--- config.mk ---
export PLATFORM = sky130hd
export DESIGN_NAME = cascading_prescaled_timer_bank
export DESIGN_NICKNAME = d
export VERILOG_FILES = /design/src/hdl/cptb_pkg.sv /design/src/hdl/cptb_timer.sv /design/src/hdl/cascading_prescaled_timer_bank.sv
export SDC_FILE = /design/constraint.sdc
export NUM_CORES = 1
export LEC_CHECK = 0
export ABC_AREA = 1
export BUFFER_PORTS_ARGS = -buffer_cell sky130_fd_sc_hd__buf_2
export CAP_MARGIN = 5
export CORE_ASPECT_RATIO = 0.75
export CORE_MARGIN = 8
export CORE_UTILIZATION = 60
export DETAILED_ROUTE_END_ITERATION = 7
export HOLD_SLACK_MARGIN = 0.08
export PLACE_DENSITY = 0.78
export SLEW_MARGIN = 15
export SYNTH_ARGS = -nofsm -noshare
export SYNTH_HDL_FRONTEND = slang
export SYNTH_HIERARCHICAL = 1
export SYNTH_SLANG_ARGS = --single-unit
--- constraint.sdc ---
create_clock -name clk -period 6.2 [get_ports clk]
set_input_delay 0.62 -clock clk [delete_from_list [all_inputs] [get_ports clk]]
set_output_delay 0.62 -clock clk [all_outputs]
set_load 0.01 [all_outputs]
--- src/hdl/cptb_pkg.sv ---
// ----------------------------------------------------------------------------
// cptb_pkg
// Shared types, constants and helpers for the cascading prescaled timer bank.
// ----------------------------------------------------------------------------
package cptb_pkg;

  // Bank geometry
  localparam int NUM_TIMERS = 4;
  localparam int COUNT_BITS = 16;
  localparam int PSC_BITS   = 10;

  // Transaction opcodes
  typedef enum logic [1:0] {
    OP_TICK      = 2'd0,
    OP_WR_CTRL   = 2'd1,
    OP_WR_RELOAD = 2'd2,
    OP_RD_COUNT  = 2'd3
  } cptb_op_t;

  // Control word bit positions
  localparam int CTRL_PSC_LSB = 0;
  localparam int CTRL_CASCADE = 2;
  localparam int CTRL_IRQ_EN  = 6;
  localparam int CTRL_ENABLE  = 7;

  // Prescaler select codes
  localparam logic [1:0] PSC_DIV1    = 2'd0;
  localparam logic [1:0] PSC_DIV64   = 2'd1;
  localparam logic [1:0] PSC_DIV256  = 2'd2;
  localparam logic [1:0] PSC_DIV1024 = 2'd3;

  // Input transaction
  typedef struct packed {
    logic [1:0]  op;
    logic [1:0]  timer_index;
    logic [15:0] write_data;
  } cptb_in_t;

  // Result transaction
  typedef struct packed {
    logic [15:0] read_data;
    logic [3:0]  overflow_pulses;
    logic [3:0]  irq_pulses;
  } cptb_out_t;

  // Command broadcast to every timer slice
  typedef struct packed {
    logic        tick;
    logic        wr_ctrl;
    logic        wr_reload;
    logic [15:0] data;
  } cptb_cmd_t;

  // Status returned by a timer slice
  typedef struct packed {
    logic [COUNT_BITS-1:0] count;
    logic                  ovf;
    logic                  irq;
  } cptb_stat_t;

  // Prescaler period for a select code
  function automatic logic [PSC_BITS:0] psc_period(input logic [1:0] sel);
    logic [PSC_BITS:0] p;
    case (sel)
      PSC_DIV1:    p = (PSC_BITS+1)'(1);
      PSC_DIV64:   p = (PSC_BITS+1)'(64);
      PSC_DIV256:  p = (PSC_BITS+1)'(256);
      PSC_DIV1024: p = (PSC_BITS+1)'(1024);
      default:     p = (PSC_BITS+1)'(1);
    endcase
    return p;
  endfunction

endpackage

--- src/hdl/cptb_timer.sv ---
// ----------------------------------------------------------------------------
// cptb_timer
// One reload timer: control and reload registers, prescaler, up counter.
// ----------------------------------------------------------------------------
module cptb_timer
  import cptb_pkg::*;
(
  input  logic       clk,
  input  logic       rst_n,
  input  cptb_cmd_t  cmd,
  input  logic       sel,
  input  logic       carry_in,
  output cptb_stat_t stat
);

  logic [COUNT_BITS-1:0] count_r, count_nxt;
  logic [COUNT_BITS-1:0] reload_r, reload_nxt;
  logic [PSC_BITS-1:0]   psc_cnt_r, psc_cnt_nxt;
  logic [1:0]            psc_sel_r, psc_sel_nxt;
  logic                  cascade_r, cascade_nxt;
  logic                  irq_en_r, irq_en_nxt;
  logic                  run_r, run_nxt;

  logic [PSC_BITS:0]     psc_inc;
  logic                  psc_hit;
  logic                  inc;
  logic                  wrap;

  // Prescaler step
  assign psc_inc = {1'b0, psc_cnt_r} + (PSC_BITS+1)'(1);
  assign psc_hit = (psc_inc >= psc_period(psc_sel_r));

  // Count enable: own prescaler or carry from the lower timer
  assign inc  = cmd.tick && run_r && (cascade_r ? carry_in : psc_hit);
  assign wrap = inc && (&count_r);

  // Next state
  always_comb begin
    count_nxt   = count_r;
    reload_nxt  = reload_r;
    psc_cnt_nxt = psc_cnt_r;
    psc_sel_nxt = psc_sel_r;
    cascade_nxt = cascade_r;
    irq_en_nxt  = irq_en_r;
    run_nxt     = run_r;
    if (cmd.tick) begin
      if (run_r && !cascade_r) begin
        psc_cnt_nxt = psc_hit ? '0 : psc_inc[PSC_BITS-1:0];
      end
      if (inc) begin
        count_nxt = wrap ? reload_r : count_r + COUNT_BITS'(1);
      end
    end else if (sel && cmd.wr_ctrl) begin
      // load the count on a rising enable
      if (cmd.data[CTRL_ENABLE] && !run_r) begin
        count_nxt = reload_r;
      end
      psc_sel_nxt = cmd.data[CTRL_PSC_LSB +: 2];
      cascade_nxt = cmd.data[CTRL_CASCADE];
      irq_en_nxt  = cmd.data[CTRL_IRQ_EN];
      run_nxt     = cmd.data[CTRL_ENABLE];
      psc_cnt_nxt = '0;
    end else if (sel && cmd.wr_reload) begin
      reload_nxt = COUNT_BITS'(cmd.data);
    end
  end

  // State registers
  always_ff @(posedge clk) begin
    if (!rst_n) begin
      count_r   <= '0;
      reload_r  <= '0;
      psc_cnt_r <= '0;
      psc_sel_r <= PSC_DIV1;
      cascade_r <= 1'b0;
      irq_en_r  <= 1'b0;
      run_r     <= 1'b0;
    end else begin
      count_r   <= count_nxt;
      reload_r  <= reload_nxt;
      psc_cnt_r <= psc_cnt_nxt;
      psc_sel_r <= psc_sel_nxt;
      cascade_r <= cascade_nxt;
      irq_en_r  <= irq_en_nxt;
      run_r     <= run_nxt;
    end
  end

  // Status out; the overflow doubles as carry to the next timer
  assign stat.count = count_r;
  assign stat.ovf   = wrap;
  assign stat.irq   = wrap && irq_en_r;

endmodule

--- src/hdl/cascading_prescaled_timer_bank.sv ---
// ----------------------------------------------------------------------------
// cascading_prescaled_timer_bank
// Bank of cascadable 16-bit reload timers with prescalers, driven by ticks
// and register accesses.
// ----------------------------------------------------------------------------
// Path: a transaction accepted at the input is held in the input register;
//   its result is then captured in the result register, raising out_valid.
// Throughput: one transaction per cycle unless the output stalls, set by the
//   single pass through the slices and the cascade between the two registers.
// Reset: rst_n clears all timer counts, reloads and controls and empties
//   both pipeline registers.
module cascading_prescaled_timer_bank
  import cptb_pkg::*;
(
  input  logic      clk,
  input  logic      rst_n,
  input  logic      in_valid,
  output logic      in_ready,
  input  cptb_in_t  in_data,
  output logic      out_valid,
  input  logic      out_ready,
  output cptb_out_t out_data
);

  logic             s1_vld_r, s1_vld_nxt;
  cptb_in_t         s1_data_r;
  logic             out_vld_r, out_vld_nxt;
  cptb_out_t        out_data_r;
  logic             advance;

  cptb_cmd_t        cmd;
  cptb_stat_t       stat [NUM_TIMERS];
  logic [NUM_TIMERS-1:0] sel;
  logic [NUM_TIMERS-1:0] carry;
  logic [NUM_TIMERS-1:0] ovf_vec;
  logic [NUM_TIMERS-1:0] irq_vec;
  logic [15:0]      rd_data;
  cptb_out_t        result;

  // Pipeline handshake
  assign advance    = s1_vld_r && (!out_vld_r || out_ready);
  assign in_ready   = !s1_vld_r || advance;
  assign s1_vld_nxt = (in_valid && in_ready) || (s1_vld_r && !advance);
  assign out_vld_nxt = advance || (out_vld_r && !out_ready);

  // Input register
  always_ff @(posedge clk) begin
    if (!rst_n) begin
      s1_vld_r <= 1'b0;
    end else begin
      s1_vld_r <= s1_vld_nxt;
    end
  end

  always_ff @(posedge clk) begin
    if (in_valid && in_ready) begin
      s1_data_r <= in_data;
    end
  end

  // Decode the held transaction into a command for the slices
  always_comb begin
    cmd.tick      = advance && (s1_data_r.op == OP_TICK);
    cmd.wr_ctrl   = advance && (s1_data_r.op == OP_WR_CTRL);
    cmd.wr_reload = advance && (s1_data_r.op == OP_WR_RELOAD);
    cmd.data      = s1_data_r.write_data;
  end

  // Timer slices with the cascade chain
  for (genvar i = 0; i < NUM_TIMERS; i++) begin : g_tmr
    assign sel[i] = (int'(s1_data_r.timer_index) == i);

    // the first timer has no lower neighbour to carry from
    if (i == 0) begin : g_first
      assign carry[i] = 1'b0;
    end else begin : g_chain
      assign carry[i] = stat[i-1].ovf;
    end

    cptb_timer u_tmr (
      .clk      (clk),
      .rst_n    (rst_n),
      .cmd      (cmd),
      .sel      (sel[i]),
      .carry_in (carry[i]),
      .stat     (stat[i])
    );

    assign ovf_vec[i] = stat[i].ovf;
    assign irq_vec[i] = stat[i].irq;
  end

  // Read mux over the bank
  always_comb begin
    rd_data = '0;
    for (int i = 0; i < NUM_TIMERS; i++) begin
      if (sel[i] && (s1_data_r.op == OP_RD_COUNT)) begin
        rd_data = rd_data | 16'(stat[i].count);
      end
    end
  end

  always_comb begin
    result.read_data       = rd_data;
    result.overflow_pulses = 4'(ovf_vec);
    result.irq_pulses      = 4'(irq_vec);
  end

  // Result register
  always_ff @(posedge clk) begin
    if (!rst_n) begin
      out_vld_r <= 1'b0;
    end else begin
      out_vld_r <= out_vld_nxt;
    end
  end

  always_ff @(posedge clk) begin
    if (advance) begin
      out_data_r <= result;
    end
  end

  assign out_valid = out_vld_r;
  assign out_data  = out_data_r;

  // IRQ pulses only ever accompany overflows
  a_irq_in_ovf: assert property (@(posedge clk) disable iff (!rst_n)
    out_vld_r |-> ((out_data_r.irq_pulses & ~out_data_r.overflow_pulses) == 4'd0))
    else $error("irq pulse without overflow");

  // Register accesses never report overflows
  a_no_ovf_on_access: assert property (@(posedge clk) disable iff (!rst_n)
    (advance && (s1_data_r.op != OP_TICK)) |=> (out_data_r.overflow_pulses == 4'd0))
    else $error("overflow reported on a register access");

  // Only reads return data
  a_rd_zero: assert property (@(posedge clk) disable iff (!rst_n)
    (advance && (s1_data_r.op != OP_RD_COUNT)) |=> (out_data_r.read_data == 16'd0))
    else $error("nonzero read data on a non-read transaction");

  // Input stalls only when both registers are full and the output is blocked
  a_stall_cause: assert property (@(posedge clk) disable iff (!rst_n)
    !in_ready |-> (s1_vld_r && out_vld_r && !out_ready))
    else $error("input stalled without backpressure");

endmodule

==> flow_summary.yaml <==
synth:
  syn-cell-area_um2: 13600
  yosysWarningCount: 6
  muxShareOfSynthArea: 0
  synth_xor_area_frac: 0.03865
  ys_types: 30
  syn_nets: 2055
  synth_fa_ha_area_frac: 0.02209
  synth_top_family_by_area: "simple AND/OR/NAND/NOR gates"
  synth_seq_cells: 234
  synth_cells: 2007
  syn_area_per_cell_um2: 6.775
  synth-compound-area-share: 0.09754
  yosysSeqAreaShare: 0.3769
  yosys.area_share.simple: 0.3568
run_status:
  status: "finished, final reports clean"
timing:
  setup_ws_ns: 0.6181
  fmax_mhz: 179.2
  final-setup-viol-count: 0
  timing_hold_violations_final: 0
  timing.setup.tns_ns: 0
  rsz0062_at_grt: "no"
  drv_slew: 0
  fin_skew_ns: 0.03426
  min_period_ns: 5.582
  period_share: 0.9003
  worst_slew_pin_slew_ns: 0.9205
  slew-limit-headroom: 0.3863
pwr:
  intPower_mw: 2.580
  finalPower_mw: 3.354
  power_switching_mw: 0.7747
  p_per_area_nw_per_um2: 228.5
  p_clk_frac: 0.483
  p_seq_frac: 0.478
  vdd_drop_max_mv: 0.2344
  power.share.switching: 0.2309
  leakage_nw: 6.615
  combPwrFrac: 0.039
clock_tree:
  cts_tree: "yes"
  worst_skew_pair.late_latency_ns: 0.56
  cts_setup_buffers: 0
  h-tree-depth: 1
  clk_pin_slew_ns: 0.06
  cts_buffer_depth: 3
  cts_root_buf: "clkbuf_16"
  numCtsBuffers: 25
  hold_buffers: 0
  cts_resized: 0
  clock_sinks: 234
placement:
  place_area_um2: 13790
  pre_cts_ws_ns: 0.7417
  io_buffers: 49
  gp_congestion: 0.9178
  dp_hpwl_um: 23950
drt:
  viasPerCell: 5.383
  drtPass1Iterations: 5
  ant_nets: 0
  drc: 0
  vias: 12494
  routedWlPerCell_um: 15.05
  drt_iter0_drc: 1210
  wl_um: 34940
floorplan:
  dieWidth_um: 189.8
  rows: 47
  ios: 50
  die_height_um: 146.4
  core_area_um2: 22170
  initial_core_util: 0.6133
  dieArea_um2: 27780
setup_path:
  rr_worst_depth: 32
  crit_buf_inv: 7
  cp_data_required_time_ns: 6.65
  r2r-end: "g_tmr[3].u_tmr/count_r[11]"
  worstPathArrival_ns: 6.03
  slowest_stage: "nand3_2"
  crit_top_cell: "nor2_1"
  critPathMaxStageDelay_ns: 0.58
  cp.depth: 32
  timing.rr.start: "g_tmr[0].u_tmr/psc_cnt_r[1]"
  r2r_slack_ns: 0.62
  critical_path.top_delay_family: "simple AND/OR/NAND/NOR gates"
  path_max_fanout: 33
  critical_path_class: "reg -> reg"
  startpoint_type: "register"
  cp-end-kind: "register"
cells_and_area:
  seqCellArea_um2: 5125
  layout_common_cells: "nand2_1 (496), nor2_1 (325), inv_1 (246)"
  synthToLayoutAreaGrowth_pct: 7.950
  fin_area_um2: 14680
  nFillCells: 1942
  postLayoutCoreUtil: 0.6621
  layout.nets: 2056
  drive_gt1_frac: 0.09127
  num_antenna_cells: 0
  mostFrequentLayoutCell: "nand2_1"
  multi_input_area_um2: 7037
job:
  maxCapViolCount: 0
global_routing:
  gr-total-overflow: 0
  antenna_found_initial: 0
  grt_max_degree: 89
  grt_usage: 0.2462
  grt_pass1_vias: 11178
  grt_pass1_wl_um: 57430
worst_hold_path:
  whs_path_depth: 1
  min_from: "in_data[3]"
  hold_path.class: "in -> reg"
  min_to: "cmd[3]"
-- synthesized netlist by cell type (all sizes together) --
| library cell | number | share of area |
|---|---|---|
| a21boi | 52 | 0.029 |
| dfxtp | 190 | 0.28 |
| buf | 41 | 0.026 |
| nor4 | 4 | 0.0018 |
| ha | 24 | 0.022 |
| nand3 | 217 | 0.088 |
| a21oi | 90 | 0.036 |
| conb | 1 | 0.00028 |
| nor2 | 341 | 0.10 |
| xor2 | 52 | 0.033 |
| nand2 | 514 | 0.15 |
| xnor2 | 8 | 0.0052 |
| nand4 | 16 | 0.0074 |
| clkinv | 4 | 0.0011 |
| clkbuf | 44 | 0.012 |
| or2 | 12 | 0.0055 |
| edfxtp | 44 | 0.097 |
| o21ai | 88 | 0.032 |
| inv | 247 | 0.068 |
| nor3 | 18 | 0.0096 |
-- metrics by stage --
step	instances	hold slack [ns]
2_1_floorplan	2007	0.4300
3_3_place_gp	2275	0.4421
3_5_place_dp	2275	0.4501
4_1_cts	2321	0.2251
5_1_grt	2321	0.2233
6_report	2321	0.2384
-- metal layers --
layer / track usage / routed length (um) / up-vias
met5: 0 / 0 / -
met4: 0.06552 / 865 / 0
met3: 0.03998 / 2751 / 62
met2: 0.3706 / 15020 / 466
met1: 0.3581 / 16310 / 5655
li1: - / - / 6311
-- worst max-delay path by stage --
stage	end	from
2_1_floorplan	g_tmr[3].u_tmr/count_r[10]	g_tmr[0].u_tmr/psc_cnt_r[1]
5_1_grt	g_tmr[3].u_tmr/count_r[12]	g_tmr[0].u_tmr/psc_cnt_r[0]
3_3_place_gp	g_tmr[3].u_tmr/count_r[10]	g_tmr[0].u_tmr/psc_cnt_r[1]
6_report	g_tmr[3].u_tmr/count_r[11]	g_tmr[0].u_tmr/psc_cnt_r[1]
4_1_cts	g_tmr[3].u_tmr/count_r[12]	g_tmr[0].u_tmr/psc_cnt_r[1]
3_5_place_dp	g_tmr[3].u_tmr/count_r[12]	g_tmr[0].u_tmr/psc_cnt_r[1]
-- state kept, by name, indices dropped and copies added, names as in the netlist --
| register | count |
|---|---|
| g_tmr.u_tmr/count_r | 64 |
| g_tmr.u_tmr/reload_r | 64 |
| g_tmr.u_tmr/psc_cnt_r | 40 |
| out_data | 24 |
| cmd | 16 |
| g_tmr.u_tmr/psc_sel_r | 8 |
| g_tmr.u_tmr/cascade_r | 4 |
| g_tmr.u_tmr/irq_en_r | 4 |
| g_tmr.u_tmr/run_r | 4 |
| s1_data_r | 4 |
| out_valid | 1 |
| s1_vld_r | 1 |
-- cell families after synthesis --
| kind of cell | count (synthesis) |
|---|---|
| and+or+nand+nor | 1122 |
| buffers and inverters | 336 |
| DFF | 234 |
| AOI/OAI and AO/OA | 230 |
| xor gates and xnor gates | 60 |
| adders and majority gates | 24 |
| other | 1 |
-- layout make-up --
cell class	instances	area share
inverter	251	0.06419
timing repair buffer	59	0.02199
tap	294	0.02506
sequential	234	0.3492
multi-input combinational	1437	0.4794
clock inverter	16	0.01560
clock buffer	30	0.04458
-- power by group through the flow --
stage	Sequential [mW]	Clock (mW)	Combinational, mW
2_1_floorplan	1.63	0	0.0891
3_3_place_gp	1.64	0	0.126
3_5_place_dp	1.64	0	0.129
4_1_cts	1.60	1.64	0.130
5_1_grt	1.61	1.71	0.144
6_report	1.60	1.62	0.131
Power figures use the tool's default switching activity.
